===== src/rtl/igmphm_pkg.sv =====
package igmphm_pkg;

  localparam logic [31:0] LFSR_MASK = 32'h8020_0003;

  typedef enum logic [2:0] {
    REQ_QUERY = 3'd0,
    REQ_V1REP = 3'd1,
    REQ_V2REP = 3'd2,
    REQ_JOIN  = 3'd3,
    REQ_LEAVE = 3'd4,
    REQ_FAST  = 3'd5,
    REQ_SLOW  = 3'd6
  } req_e;

  localparam logic [2:0] ST_OK         = 3'd0;
  localparam logic [2:0] ST_BAD_QUERY  = 3'd1;
  localparam logic [2:0] ST_BAD_REPORT = 3'd2;
  localparam logic [2:0] ST_FULL       = 3'd3;
  localparam logic [2:0] ST_NOT_FOUND  = 3'd4;

  localparam logic [1:0] KIND_V1_REPORT = 2'd0;
  localparam logic [1:0] KIND_V2_REPORT = 2'd1;
  localparam logic [1:0] KIND_LEAVE     = 2'd2;

  localparam logic [2:0] CFG_LOOPBACK    = 3'd0;
  localparam logic [2:0] CFG_SEED        = 3'd1;
  localparam logic [2:0] CFG_FAST_HZ     = 3'd2;
  localparam logic [2:0] CFG_UNSOLICITED = 3'd3;
  localparam logic [2:0] CFG_AGE_LIMIT   = 3'd4;
  localparam logic [2:0] CFG_ALL_HOSTS   = 3'd5;
  localparam logic [2:0] CFG_ALL_ROUTERS = 3'd6;

  typedef struct packed {
    logic [2:0]  iface;
    logic [31:0] group;
    logic [7:0]  timer;
    logic        rep_last;
  } entry_t;

  typedef enum logic [7:0] {
    S_IDLE = 8'b0000_0001,
    S_DISP = 8'b0000_0010,
    S_RD   = 8'b0000_0100,
    S_EVAL = 8'b0000_1000,
    S_DIV  = 8'b0001_0000,
    S_WEND = 8'b0010_0000,
    S_EMIT = 8'b0100_0000,
    S_STAT = 8'b1000_0000
  } state_e;

  function automatic logic [31:0] lfsr_step(input logic [31:0] v);
    lfsr_step = v[0] ? ((v >> 1) ^ LFSR_MASK) : (v >> 1);
  endfunction

  function automatic logic is_mcast(input logic [31:0] a);
    is_mcast = (a[31:28] == 4'hE);
  endfunction

endpackage


===== src/rtl/igmphm_mod.sv =====
module igmphm_mod (
  input  logic        clk_i,
  input  logic        rst_ni,
  input  logic        start_i,
  input  logic [31:0] num_i,
  input  logic [7:0]  den_i,
  output logic        done_o,
  output logic [7:0]  rem_o
);
  logic        busy_q;
  logic        done_q;
  logic [5:0]  cnt_q;
  logic [31:0] num_q;
  logic [7:0]  den_q;
  logic [7:0]  rem_q;
  logic [8:0]  sh;

  assign sh = {rem_q, num_q[31]};

  always_ff @(posedge clk_i or negedge rst_ni) begin
    if (!rst_ni) begin
      busy_q <= 1'b0;
      done_q <= 1'b0;
      cnt_q  <= '0;
    end else begin
      done_q <= 1'b0;
      if (start_i) begin
        busy_q <= 1'b1;
        cnt_q  <= 6'd32;
      end else if (busy_q) begin
        cnt_q <= cnt_q - 6'd1;
        if (cnt_q == 6'd1) begin
          busy_q <= 1'b0;
          done_q <= 1'b1;
        end
      end
    end
  end

  // restoring remainder, one dividend bit per cycle
  always_ff @(posedge clk_i) begin
    if (start_i) begin
      num_q <= num_i;
      den_q <= den_i;
      rem_q <= '0;
    end else if (busy_q) begin
      num_q <= {num_q[30:0], 1'b0};
      if (sh >= {1'b0, den_q}) rem_q <= 8'(sh - {1'b0, den_q});
      else rem_q <= sh[7:0];
    end
  end

  assign done_o = done_q;
  assign rem_o  = rem_q;
endmodule


===== src/rtl/igmpv2_host_membership_engine.sv =====
// channel | direction | handshake                | payload
// in      | input     | in_valid_i / in_ready_o   | req_type, iface, group_addr, dst_addr,
//         |           |                           | max_resp_code, from_self
// out     | output    | out_valid_o / out_ready_i | send_*, status, last
// cfg     | input     | cfg_valid_i / cfg_ready_o | cfg_index_i, cfg_data_i
// one request at a time; a table walk reads its entries one by one through the
// table memory and waits on the bit-serial modulo unit for each random delay
// drawn; joins, leaves and reports stop at the matching entry
// reset clears the valid bits and querier state, presets the config, sets the lfsr to 1
// a stalled output holds the sequencer; the next request is taken while the final
// status still waits in the output register
module igmpv2_host_membership_engine #(
  parameter int TABLE_DEPTH = 16,
  parameter int IFACE_COUNT = 8
) (
  input  logic        clk_i,
  input  logic        rst_ni,
  input  logic        in_valid_i,
  output logic        in_ready_o,
  input  logic [2:0]  req_type_i,
  input  logic [2:0]  iface_i,
  input  logic [31:0] group_addr_i,
  input  logic [31:0] dst_addr_i,
  input  logic [7:0]  max_resp_code_i,
  input  logic        from_self_i,
  output logic        out_valid_o,
  input  logic        out_ready_i,
  output logic        send_valid_o,
  output logic [1:0]  send_kind_o,
  output logic [31:0] send_group_o,
  output logic [31:0] send_dst_o,
  output logic [2:0]  send_iface_o,
  output logic [2:0]  status_o,
  output logic        last_o,
  input  logic        cfg_valid_i,
  output logic        cfg_ready_o,
  input  logic [2:0]  cfg_index_i,
  input  logic [31:0] cfg_data_i
);
  import igmphm_pkg::*;

  localparam int IW = (TABLE_DEPTH > 1) ? $clog2(TABLE_DEPTH) : 1;
  localparam int CW = $clog2(TABLE_DEPTH + 1);

  // configuration
  logic [7:0]  loop_mask_q;
  logic [3:0]  fast_hz_q;
  logic [7:0]  unsol_q;
  logic [15:0] age_lim_q;
  logic [31:0] all_hosts_q;
  logic [31:0] all_routers_q;

  // table memory
  entry_t mem [TABLE_DEPTH];
  entry_t rdata_q;
  logic [TABLE_DEPTH-1:0] valid_q, valid_d;
  logic        mem_we;
  logic [IW-1:0] mem_wa;
  entry_t      mem_wd;

  // querier state
  logic [IFACE_COUNT-1:0] v1_q, v1_d;
  logic [15:0] age_q [IFACE_COUNT];
  logic [15:0] age_d [IFACE_COUNT];

  state_e state_q, state_d;
  logic [31:0] lfsr_q, lfsr_d;
  logic [2:0]  req_q, ifc_q, code_unused;
  logic [31:0] grp_q, dst_q;
  logic [7:0]  code_q;
  logic        self_q;
  logic [11:0] prod_q;
  logic [7:0]  t_q, t_d;
  logic [2:0]  st_q, st_d;
  logic [CW-1:0] idx_q, idx_d;
  logic        found_q, found_d, free_q, free_d, hit_rl_q, hit_rl_d;
  logic [IW-1:0] hit_q, hit_d, free_idx_q, free_idx_d;
  entry_t      ent_q, ent_d;
  logic [1:0]  pk_q, pk_d;
  logic [31:0] pg_q, pg_d, pd_q, pd_d;
  logic [2:0]  pi_q, pi_d;

  // output register
  logic        out_valid_q;
  logic        ov_sv_q;
  logic [1:0]  ov_kind_q;
  logic [31:0] ov_grp_q, ov_dst_q;
  logic [2:0]  ov_ifc_q, ov_st_q;
  logic        ov_last_q;
  logic        out_free, push, push_last;

  logic        div_start, div_done;
  logic [31:0] div_num;
  logic [7:0]  div_den, div_rem;

  logic        in_acc;
  logic [24:0] tq_full;
  logic [12:0] tq;
  logic        ifc_loop, ifc_v1, ent_v1, ent_match, ent_valid;
  logic [7:0]  tdec;

  assign code_unused = 3'd0;
  assign in_ready_o  = (state_q == S_IDLE);
  assign in_acc      = in_valid_i && in_ready_o;
  assign cfg_ready_o = 1'b1;
  assign out_free    = !out_valid_q || out_ready_i;

  igmphm_mod u_mod (
    .clk_i  (clk_i),
    .rst_ni (rst_ni),
    .start_i(div_start),
    .num_i  (div_num),
    .den_i  (div_den),
    .done_o (div_done),
    .rem_o  (div_rem)
  );

  // code * fast_hz / 10 by reciprocal
  assign tq_full = 25'(prod_q) * 25'd6554;
  assign tq      = tq_full[24:16] == 9'd0 ? 13'd0 : 13'(tq_full[24:16]);

  always_comb begin
    ifc_v1 = 1'b0;
    ent_v1 = 1'b0;
    for (int i = 0; i < IFACE_COUNT; i++) begin
      if (5'(i) == {2'b0, ifc_q} && v1_q[i]) ifc_v1 = 1'b1;
      if (5'(i) == {2'b0, rdata_q.iface} && v1_q[i]) ent_v1 = 1'b1;
    end
  end

  assign ifc_loop  = loop_mask_q[ifc_q];
  assign ent_valid = valid_q[idx_q[IW-1:0]];
  assign ent_match = ent_valid && rdata_q.iface == ifc_q && rdata_q.group == grp_q;
  assign tdec      = rdata_q.timer - 8'd1;

  always_comb begin
    state_d    = state_q;
    lfsr_d     = lfsr_q;
    t_d        = t_q;
    st_d       = st_q;
    idx_d      = idx_q;
    found_d    = found_q;
    free_d     = free_q;
    hit_rl_d   = hit_rl_q;
    hit_d      = hit_q;
    free_idx_d = free_idx_q;
    ent_d      = ent_q;
    pk_d       = pk_q;
    pg_d       = pg_q;
    pd_d       = pd_q;
    pi_d       = pi_q;
    valid_d    = valid_q;
    v1_d       = v1_q;
    age_d      = age_q;
    mem_we     = 1'b0;
    mem_wa     = idx_q[IW-1:0];
    mem_wd     = rdata_q;
    push       = 1'b0;
    push_last  = 1'b0;
    div_start  = 1'b0;
    div_num    = lfsr_step(lfsr_q);
    div_den    = 8'd1;

    case (state_q)
      S_IDLE: begin
        if (in_acc) state_d = S_DISP;
      end
      S_DISP: begin
        st_d    = ST_OK;
        idx_d   = '0;
        found_d = 1'b0;
        free_d  = 1'b0;
        state_d = S_STAT;
        if (req_q <= REQ_LEAVE && {2'b0, ifc_q} >= 5'(IFACE_COUNT)) begin
          state_d = S_STAT;
        end else begin
          case (req_q)
            REQ_QUERY: begin
              if (!ifc_loop) begin
                if (code_q == 8'd0) begin
                  for (int i = 0; i < IFACE_COUNT; i++) begin
                    if (5'(i) == {2'b0, ifc_q}) begin
                      v1_d[i]  = 1'b1;
                      age_d[i] = '0;
                    end
                  end
                  t_d = unsol_q;
                  if (dst_q != all_hosts_q || grp_q != 32'd0) st_d = ST_BAD_QUERY;
                  else state_d = S_RD;
                end else begin
                  if (tq == 13'd0) t_d = 8'd1;
                  else if (tq > 13'd255) t_d = 8'd255;
                  else t_d = tq[7:0];
                  if (grp_q != 32'd0 && !is_mcast(grp_q)) st_d = ST_BAD_QUERY;
                  else state_d = S_RD;
                end
              end
            end
            REQ_V1REP, REQ_V2REP: begin
              if (!self_q && !ifc_loop) begin
                if (!is_mcast(grp_q)) st_d = ST_BAD_REPORT;
                else state_d = S_RD;
              end
            end
            REQ_JOIN, REQ_LEAVE, REQ_FAST: state_d = S_RD;
            REQ_SLOW: begin
              for (int i = 0; i < IFACE_COUNT; i++) begin
                if (v1_q[i]) begin
                  age_d[i] = (age_q[i] == 16'hFFFF) ? age_q[i] : age_q[i] + 16'd1;
                  if (age_d[i] >= age_lim_q) v1_d[i] = 1'b0;
                end
              end
            end
            default: state_d = S_STAT;
          endcase
        end
      end
      S_RD: begin
        if (idx_q == CW'(TABLE_DEPTH)) state_d = S_WEND;
        else state_d = S_EVAL;
      end
      S_EVAL: begin
        idx_d   = idx_q + CW'(1);
        state_d = S_RD;
        case (req_q)
          REQ_QUERY: begin
            if (ent_valid && rdata_q.iface == ifc_q && rdata_q.group != all_hosts_q &&
                (grp_q == 32'd0 || grp_q == rdata_q.group) &&
                (rdata_q.timer == 8'd0 || rdata_q.timer > t_q)) begin
              ent_d     = rdata_q;
              idx_d     = idx_q;
              lfsr_d    = lfsr_step(lfsr_q);
              div_start = 1'b1;
              div_den   = (t_q == 8'd0) ? 8'd1 : t_q;
              state_d   = S_DIV;
            end
          end
          REQ_V1REP, REQ_V2REP: begin
            if (ent_match) begin
              mem_we          = 1'b1;
              mem_wd.timer    = 8'd0;
              mem_wd.rep_last = 1'b0;
              state_d         = S_STAT;
            end
          end
          REQ_JOIN, REQ_LEAVE: begin
            if (ent_match) begin
              found_d  = 1'b1;
              hit_d    = idx_q[IW-1:0];
              hit_rl_d = rdata_q.rep_last;
              state_d  = S_WEND;
            end else if (!ent_valid && !free_q) begin
              free_d     = 1'b1;
              free_idx_d = idx_q[IW-1:0];
            end
          end
          REQ_FAST: begin
            if (ent_valid && rdata_q.timer != 8'd0) begin
              mem_we       = 1'b1;
              mem_wd.timer = tdec;
              if (tdec == 8'd0) begin
                mem_wd.rep_last = 1'b1;
                pk_d    = ent_v1 ? KIND_V1_REPORT : KIND_V2_REPORT;
                pg_d    = rdata_q.group;
                pd_d    = rdata_q.group;
                pi_d    = rdata_q.iface;
                idx_d   = idx_q;
                state_d = S_EMIT;
              end
            end
          end
          default: state_d = S_STAT;
        endcase
      end
      S_DIV: begin
        if (div_done) begin
          mem_we = 1'b1;
          if (req_q == REQ_JOIN) begin
            mem_wa          = free_idx_q;
            mem_wd.iface    = ifc_q;
            mem_wd.group    = grp_q;
            mem_wd.timer    = div_rem + 8'd1;
            mem_wd.rep_last = 1'b1;
            state_d         = S_STAT;
          end else begin
            mem_wd       = ent_q;
            mem_wd.timer = div_rem + 8'd1;
            idx_d        = idx_q + CW'(1);
            state_d      = S_RD;
          end
        end
      end
      S_WEND: begin
        state_d = S_STAT;
        if (req_q == REQ_JOIN && !found_q) begin
          if (!free_q) begin
            st_d = ST_FULL;
          end else begin
            valid_d[free_idx_q] = 1'b1;
            if (grp_q == all_hosts_q || ifc_loop) begin
              mem_we          = 1'b1;
              mem_wa          = free_idx_q;
              mem_wd.iface    = ifc_q;
              mem_wd.group    = grp_q;
              mem_wd.timer    = 8'd0;
              mem_wd.rep_last = 1'b0;
            end else begin
              pk_d    = ifc_v1 ? KIND_V1_REPORT : KIND_V2_REPORT;
              pg_d    = grp_q;
              pd_d    = grp_q;
              pi_d    = ifc_q;
              state_d = S_EMIT;
            end
          end
        end else if (req_q == REQ_LEAVE) begin
          if (!found_q) begin
            st_d = ST_NOT_FOUND;
          end else begin
            valid_d[hit_q] = 1'b0;
            if (hit_rl_q && grp_q != all_hosts_q && !ifc_loop && !ifc_v1) begin
              pk_d    = KIND_LEAVE;
              pg_d    = grp_q;
              pd_d    = all_routers_q;
              pi_d    = ifc_q;
              state_d = S_EMIT;
            end
          end
        end
      end
      S_EMIT: begin
        if (out_free) begin
          push = 1'b1;
          case (req_q)
            REQ_FAST: begin
              idx_d   = idx_q + CW'(1);
              state_d = S_RD;
            end
            REQ_JOIN: begin
              lfsr_d    = lfsr_step(lfsr_q);
              div_start = 1'b1;
              div_den   = (unsol_q == 8'd0) ? 8'd1 : unsol_q;
              state_d   = S_DIV;
            end
            default: state_d = S_STAT;
          endcase
        end
      end
      S_STAT: begin
        if (out_free) begin
          push      = 1'b1;
          push_last = 1'b1;
          state_d   = S_IDLE;
        end
      end
      default: state_d = S_IDLE;
    endcase

    if (cfg_valid_i && cfg_index_i == CFG_SEED) lfsr_d = cfg_data_i;
  end

  always_ff @(posedge clk_i) begin
    rdata_q <= mem[idx_q[IW-1:0]];
    if (mem_we) mem[mem_wa] <= mem_wd;
  end

  always_ff @(posedge clk_i or negedge rst_ni) begin
    if (!rst_ni) begin
      state_q       <= S_IDLE;
      lfsr_q        <= 32'd1;
      valid_q       <= '0;
      v1_q          <= '0;
      for (int i = 0; i < IFACE_COUNT; i++) age_q[i] <= '0;
      loop_mask_q   <= 8'd0;
      fast_hz_q     <= 4'd5;
      unsol_q       <= 8'd50;
      age_lim_q     <= 16'd540;
      all_hosts_q   <= 32'hE000_0001;
      all_routers_q <= 32'hE000_0002;
      out_valid_q   <= 1'b0;
      st_q          <= ST_OK;
      idx_q         <= '0;
      found_q       <= 1'b0;
      free_q        <= 1'b0;
    end else begin
      state_q <= state_d;
      lfsr_q  <= lfsr_d;
      valid_q <= valid_d;
      v1_q    <= v1_d;
      age_q   <= age_d;
      st_q    <= st_d;
      idx_q   <= idx_d;
      found_q <= found_d;
      free_q  <= free_d;
      if (cfg_valid_i) begin
        case (cfg_index_i)
          CFG_LOOPBACK:    loop_mask_q   <= cfg_data_i[7:0];
          // seed goes straight into the lfsr
          CFG_SEED:        ;
          CFG_FAST_HZ:     fast_hz_q     <= cfg_data_i[3:0];
          CFG_UNSOLICITED: unsol_q       <= cfg_data_i[7:0];
          CFG_AGE_LIMIT:   age_lim_q     <= cfg_data_i[15:0];
          CFG_ALL_HOSTS:   all_hosts_q   <= cfg_data_i;
          CFG_ALL_ROUTERS: all_routers_q <= cfg_data_i;
          default: ;
        endcase
      end
      if (push) out_valid_q <= 1'b1;
      else if (out_ready_i) out_valid_q <= 1'b0;
    end
  end

  always_ff @(posedge clk_i) begin
    t_q        <= t_d;
    hit_rl_q   <= hit_rl_d;
    hit_q      <= hit_d;
    free_idx_q <= free_idx_d;
    ent_q      <= ent_d;
    pk_q       <= pk_d;
    pg_q       <= pg_d;
    pd_q       <= pd_d;
    pi_q       <= pi_d;
    if (in_acc) begin
      req_q  <= req_type_i;
      ifc_q  <= iface_i;
      grp_q  <= group_addr_i;
      dst_q  <= dst_addr_i;
      code_q <= max_resp_code_i;
      self_q <= from_self_i;
      prod_q <= 12'(max_resp_code_i) * 12'(fast_hz_q);
    end
    if (push) begin
      ov_sv_q   <= !push_last;
      ov_kind_q <= push_last ? 2'd0 : pk_q;
      ov_grp_q  <= push_last ? 32'd0 : pg_q;
      ov_dst_q  <= push_last ? 32'd0 : pd_q;
      ov_ifc_q  <= push_last ? code_unused : pi_q;
      ov_st_q   <= push_last ? st_q : ST_OK;
      ov_last_q <= push_last;
    end
  end

  assign out_valid_o  = out_valid_q;
  assign send_valid_o = ov_sv_q;
  assign send_kind_o  = ov_kind_q;
  assign send_group_o = ov_grp_q;
  assign send_dst_o   = ov_dst_q;
  assign send_iface_o = ov_ifc_q;
  assign status_o     = ov_st_q;
  assign last_o       = ov_last_q;
endmodule


===== config.mk =====
export PLATFORM = sky130hd
export DESIGN_NAME = igmpv2_host_membership_engine
export DESIGN_NICKNAME = d
export VERILOG_FILES = /design/src/rtl/igmphm_pkg.sv /design/src/rtl/igmphm_mod.sv /design/src/rtl/igmpv2_host_membership_engine.sv
export SDC_FILE = /design/constraint.sdc
export NUM_CORES = 2
export LEC_CHECK = 0
export BUFFER_PORTS_ARGS = -buffer_cell sky130_fd_sc_hd__clkbuf_2
export CORE_MARGIN = 2
export CORE_UTILIZATION = 50
export DETAILED_ROUTE_END_ITERATION = 12
export GPL_TIMING_DRIVEN = 0
export MAX_ROUTING_LAYER = met4
export PLACE_DENSITY = 0.63
export SLEW_MARGIN = 25
export SYNTH_ARGS = -nofsm -noshare
export SYNTH_HDL_FRONTEND = slang
export SYNTH_SLANG_ARGS = --single-unit

===== constraint.sdc =====
create_clock -name clk_i -period 10.3 [get_ports clk_i]
set_input_delay 1.03 -clock clk_i [delete_from_list [all_inputs] [get_ports clk_i]]
set_output_delay 1.03 -clock clk_i [all_outputs]
set_load 0.1 [all_outputs]

Word level (Yosys, flattened, before mapping)
Memory sizes are Yosys's and may differ from the RTL's. A register that Yosys moved wholly into a read port is not among the register bits.
Cells that the tools add are included.
- register bits after elaboration: 646
- RAM bits: 704
- input port bits: 119
- output and inout port bits: 77
- logic and storage cells: 546
- memories kept: 1
- add/subtract/negate cells: 13
- multipliers: 2
- order comparisons: 17
- equal/unequal tests: 97
- mux-type cells: 240
- bitwise operators: 6
- reductions and logical operators: 109
- memories (name ; words ; bits a word ; read ports ; clocked after memory_dff ; wr ports ; line ; RTL):
    mem ; 16 ; 44 ; 1 ; 1 ; 1 ; igmpv2_host_membership_engine.sv:54 ; entry_t mem [TABLE_DEPTH];
- operators with widths (cell ; count):
    $mux W32 ; 21
    $mux W16 ; 28
    $mux W128 ; 2
    $pmux W128 S2 ; 1
    $mux W8 ; 30
    $mux W44 ; 5
    $pmux W32 S2 ; 3
    $add A16 B1 Y16 const B ; 8
    $eq A16 B16 Y1 const B ; 8
    $ge A16 B16 Y1 ; 8
    $eq A32 B32 Y1 ; 3
    $ne A32 B32 Y1 ; 3
    $mux W1 ; 77
    $pmux W35 S2 ; 1
    $pmux W8 S8 ; 1
    $ne A2 B2 Y1 const B ; 29
    $pmux W8 S2 ; 3
    $reduce_and A6 Y1 ; 8
    $mux W3 ; 15
    $reduce_and A5 Y1 ; 9
    $logic_not A8 Y1 ; 5
    $mux W5 ; 8
    $logic_and A1 B1 Y1 ; 33
    $ne A3 B3 Y1 const B ; 11
    other kinds (76) ; 164

Longest topological paths before layout
- word-level depth: 17
- depth in mapped cells: 18

Modules after synthesis
Synthesis repeated with hierarchy kept, for this count alone.
- cells, all modules: 4701
- area total of the unflattened synthesis: 65739.3 um^2
- modules (own cells, without submodules) (module ; instances ; cells each ; area each (um^2)):
    igmpv2_host_membership_engine ; 1 ; 4489 ; 63011.7
    igmphm_mod ; 1 ; 212 ; 2727.6

Worst setup path before layout
OpenSTA, ideal clock, no wires.
- path kind: register to register
- start point: register ifc_q[0]
- end point: register pd_q[0], enable pin
- library setup time: 0.594 ns
- arrival time: 6.642 ns
- data required time: 9.706 ns
- setup slack: 3.064 ns
- cell stages (with the launch flop): 7
- buffers on the path: 1
- clock period less this slack: 7.236 ns
- cell sequence: edfxtp_1 -> buf_1 -> mux4_2 -> mux2i_1 -> nand4_1 -> a21o_1 -> o21ai_0
- cells in the longest elaborated chain, start to end: 14
- elaborated cells between the ends (all ways): 34
- ends and longest elaborated chain (element ; line ; RTL):
    start, declared ; igmpv2_host_membership_engine.sv:68 ; logic [2:0] req_q, ifc_q, code_unused;
    start signal, assigned ; igmpv2_host_membership_engine.sv:424 ; ifc_q <= iface_i;
    $logic_not A3 Y1 ; igmpv2_host_membership_engine.sv:126 ; if (5'(i) == {2'b0, ifc_q} && v1_q[i]) ifc_v1 = 1'b1;
    $logic_and A1 B1 Y1 ; igmpv2_host_membership_engine.sv:126 ;
    $mux W1 (8 in a row) ; igmpv2_host_membership_engine.sv:126 ;
    $logic_not A1 Y1 ; igmpv2_host_membership_engine.sv:320 ; if (hit_rl_q && grp_q != all_hosts_q && !ifc_loop && !ifc_v1) begin
    $logic_and A1 B1 Y1 ; igmpv2_host_membership_engine.sv:320 ;
    $ne A3 B3 Y1 (no line) ; - ;
    $reduce_and A9 Y1 (no line) * ; - ;
    end signal, assigned ; igmpv2_host_membership_engine.sv:420 ; pd_q <= pd_d;
    end, declared ; igmpv2_host_membership_engine.sv:80 ; logic [31:0] pg_q, pg_d, pd_q, pd_d;
Mark *: on every way between the ends. The rest lies on a longest branch, timed or not. The select of a mux whose other input is x is not followed.
A chain may end at the register's enable or synchronous reset.

Final worst setup path
- start point: register prod_q[7]
- end point: register t_q[0], data pin
- cells in the longest elaborated chain, start to end: 7
- elaborated cells between the ends (all ways): 8
- ends and longest elaborated chain (element ; line ; RTL):
    start, declared ; igmpv2_host_membership_engine.sv:72 ; logic [11:0] prod_q;
    start signal, assigned ; igmpv2_host_membership_engine.sv:429 ; prod_q <= 12'(max_resp_code_i) * 12'(fast_hz_q);
    $mul A12 B12 Y24 * ; igmpv2_host_membership_engine.sv:119 ; assign tq_full = 25'(prod_q) * 25'd6554;
    $logic_not A9 Y1 ; igmpv2_host_membership_engine.sv:120 ; assign tq = tq_full[24:16] == 9'd0 ? 13'd0 : 13'(tq_full[24:16]);
    $mux W9 * ; igmpv2_host_membership_engine.sv:120 ;
    $gt A9 B8 Y1 ; igmpv2_host_membership_engine.sv:192 ; else if (tq > 13'd255) t_d = 8'd255;
    $mux W8 ; igmpv2_host_membership_engine.sv:192 ;
    $mux W8 * ; igmpv2_host_membership_engine.sv:191 ; if (tq == 13'd0) t_d = 8'd1;
    $mux W8 * ; igmpv2_host_membership_engine.sv:180 ; if (code_q == 8'd0) begin
    end signal, assigned ; igmpv2_host_membership_engine.sv:413 ; t_q <= t_d;
    end, declared ; igmpv2_host_membership_engine.sv:73 ; logic [7:0] t_q, t_d;
Mark *: on every way between the ends. The rest lies on a longest branch, timed or not.

==> metrics.csv <==
stage,metric,value,unit
worst_setup_path,crit_chain,ha_1 -> inv_1 -> fa_1 -> fa_1 -> inv_1 -> fa_1 -> inv_1 -> fa_1 -> inv_1 -> ha_1 -> a211oi_1 -> o21ai_0 -> a21oi_1 -> o21ai_0 -> o31a_1 -> o211ai_1 -> a31o_2 -> o41ai_1,
synthesis,netlist_instances,4645,
synthesis,synthTopCellsByCount,"1031 x edfxtp_1, 378 x nand2_1, 292 x dfrtp_1",
clock_network,cts-htree-levels,4,
synthesis,synth.area.top_cells,"edfxtp_1 47%, dfrtp_1 11%, mux4_2 7.8%",
timing,period_share,55.8,%
timing,hold_viol,0,
worst_setup_path,critPathMaxStageDelay,0.55,ns
clock_network,cts_buffers,149,
routing,routed_wl,184,mm
clock_network,cts_tree,done,
routing,routed_via_density,6.06,
clock_network,clock_sinks,1394,
worst_setup_path,worst-setup-path-type,register to register,
layout,register_area,0.0398,mm^2
layout,drive_gt1_share,18.2,%
worst_setup_path,critPathCaptureType,register,
synthesis,netlist_area,0.0655,mm^2
worst_setup_path,startpoint,prod_q[7]$_DFFE_PP_,
grt,grt_max_degree,83,
worst_setup_path,crit_required,10.81,ns
clock_network,ctsRootBufferMaster,clkbuf_16,
synthesis,synth_top_flop_cell,edfxtp_1,
routing,drc,0,
clock_network,postCtsHoldBufs,0,
clock_network,post_cts_resized,0,
clock_network,clockBufferDepth,3,
layout,final_core_util,58.0,%
timing,slew_violations,0,
timing,finalWorstPathRequiredPeriod,5.75,ns
outcome,status,"complete, no violations",
run,cap_violations,0,
timing,finClkSkew,0.0560,ns
worst_setup_path,setup.worst_path.start_class,register,
synthesis,avgSynthCellArea,14.1,um^2
timing,setup_violations,0,
worst_setup_path,r2r-start,prod_q[7]$_DFFE_PP_,
routing,first_iter_violations,4833,
place,place_hpwl,129,mm
synthesis,ys_ff_latch,1394,
floorplan,io_pins,196,
min_path,hp-class,input pin to async pin,
synthesis,syn-num-nets,5076,
floorplan,die_h,366,um
synthesis,ys_seq_area_share,60.8,%
place,numPortBuffers,192,
synthesis,synth_top_area_share,47.3,%
layout,fin_nets,5480,
floorplan,fp-row-count,132,
synthesis,synthArstFlopShare,22.3,%
worst_setup_path,cp_top_family,adder cells,
timing,worst_pin_slew,1.16,ns
floorplan,dieArea,0.134,mm^2
grt,grt_pass1_vias,41000,
grt,grt_usage,28.2,%
synthesis,yosysTopAreaCell,edfxtp_1,
clock_network,insertion_delay,0.80,ns
grt,grt_remaining_overflow,0,
floorplan,die_w,366,um
routing,dr_total_vias,41900,
worst_setup_path,path_buf_inv,4,
routing,wire_per_inst,26.6,um
layout,multi_input_area,0.0243,mm^2
routing,ant_nets,0,
synthesis,yosysWarningCount,0,
grt,grt_antenna_before_repair,3,
clock_network,cts_setup_buffers,0,
pwr,p_leak,28.3,nW
worst_setup_path,crit_fanout,7,
routing,dr.pass1.iters,8,
timing,whs,0.103,ns
synthesis,post_synth_num_cell_types,87,
synthesis,synthMostInstantiatedCell,edfxtp_1,
clock_network,clk_pin_slew_worst_paths,0.06,ns
worst_setup_path,crit_arrival,6.26,ns
place,place.gp.congestion,0.932,
floorplan,start_util,50.5,%
pwr,power_density,261,mW/mm^2
timing,rsz0062_at_grt,no,
layout,syn_to_final_growth,15.0,%
timing,timing.fmax,174,MHz
worst_setup_path,crit_path_top_delay_cell,fa_1,
layout,fillers,10200,
synthesis,synth_edf_count,1031,
pwr,ir_drop,0.508,mV
grt,grt_pass1_wl,272,mm
floorplan,core-area,0.130,mm^2
timing,slew_headroom,22.3,%
-- path summary, 6_finish.rpt --
path,to,slack (ns),cells past startpoint
worst max-delay path,t_q[0]$_DFFE_PP_,4.55,18
worst min-delay path,lfsr_q[28]$_DFFE_PN0P_,0.10,1
worst max register to register,t_q[0]$_DFFE_PP_,4.55,18
worst min register to register,hit_q[3]$_DFFE_PP_,0.48,0
max in group asynchronous,state_q[0]$_DFFE_PN1P_,9.08,3
min in group clk_i,dst_q[29]$_DFFE_PP_,0.40,1
-- stage by stage --
stage               setup TNS (ns)  cells  setup WS, ns  area [um^2]  power (mW)
finish                           0   6921          4.55        75300        19.7
global route                     0   6920          4.25        75300        20.9
CTS                              0   6916          4.53        75300        19.8
detailed placement               0   6638          4.55        70400        14.4
global placement            -62.37   6579        -0.906        68700        14.2
floorplan                        0   4645          3.06        65500        12.4
-- final cells by class --
cell class | count | share of cell area [%]
Multi-Input combinational cell | 2841 | 32.3
Timing Repair Buffer | 253 | 3.29
Sequential cell | 1394 | 52.8
Buffer | 211 | 1.13
Antenna cell | 3 | 0.00996
Clock inverter | 55 | 0.839
Clock buffer | 223 | 5.73
Tap cell | 1742 | 2.89
Inverter | 199 | 0.991
-- worst register-to-register path, cell delays in order (launching register included) --
cell and delay, ns:
edfxtp_1 0.51, ha_1 0.33, inv_1 0.08, fa_1 0.51, fa_1 0.55, inv_1 0.05, fa_1 0.53, inv_1 0.06
fa_1 0.53, inv_1 0.04, ha_1 0.32, a211oi_1 0.30, o21ai_0 0.14, a21oi_1 0.13, o21ai_0 0.20, o31a_1 0.34
o211ai_1 0.51, a31o_2 0.25, o41ai_1 0.08
-- layout by cell type, fill, tap and decap left out, types with 53 or more instances in the layout --
cell type	n
mux2i_1	77
ha_1	262
xor2_1	117
nand2_1	377
nor3_1	58
and2_1	106
a21o_1	53
dfrtp_1	292
inv_1	199
nor2_1	178
edfxtp_1	1031
xnor2_1	140
mux2_2	127
clkbuf_2	204
mux4_2	228
o21ai_0	250
clkbuf_16	152
nand4_1	61
clkbuf_1	209
a21oi_1	112
nand3_1	90
-- power breakdown --
group | internal, mW | switching [mW]
clock network | 3.07 | 2.31
logic | 2.99 | 4.15
registers | 6.74 | 0.394
total | 12.8 | 6.86
-- logic make-up after synthesis --
logic type | count (synthesis) | synth area share, %
AOI/OAI and AO/OA | 707 | 7.12
DFF | 1394 | 60.8
adders and majority gates | 312 | 6.53
muxes | 432 | 11.2
buffers and inverters | 410 | 2.40
and+or+nand+nor | 1132 | 8.56
other | 1 | 0.00572
xor gates and xnor gates | 257 | 3.44
-- layer usage --
| metal | vias up | track usage [%] | part of all wire, % |
|---|---|---|---|
| met2 | 1739 | 43.3 | 47 |
| li1 | 18400 | - | - |
| met1 | 21500 | 39.1 | 43 |
| met5 | - | - | 0 |
| met4 | 0 | 7.95 | 2.7 |
| met3 | 293 | 4.52 | 7.9 |
-- registers in the layout (all words and copies together), names as in the netlist, 16 cells and up --
signal,cells
pd_q,32
mem,704
dst_q,32
valid_q,16
all_routers_q,32
rdata_q,44
send_group_o,32
ent_q,36
age_q,128
age_lim_q,16
u_mod.num_q,32
grp_q,32
send_dst_o,32
all_hosts_q,32
lfsr_q,32
pg_q,32
(Power assumes the default switching activity.)
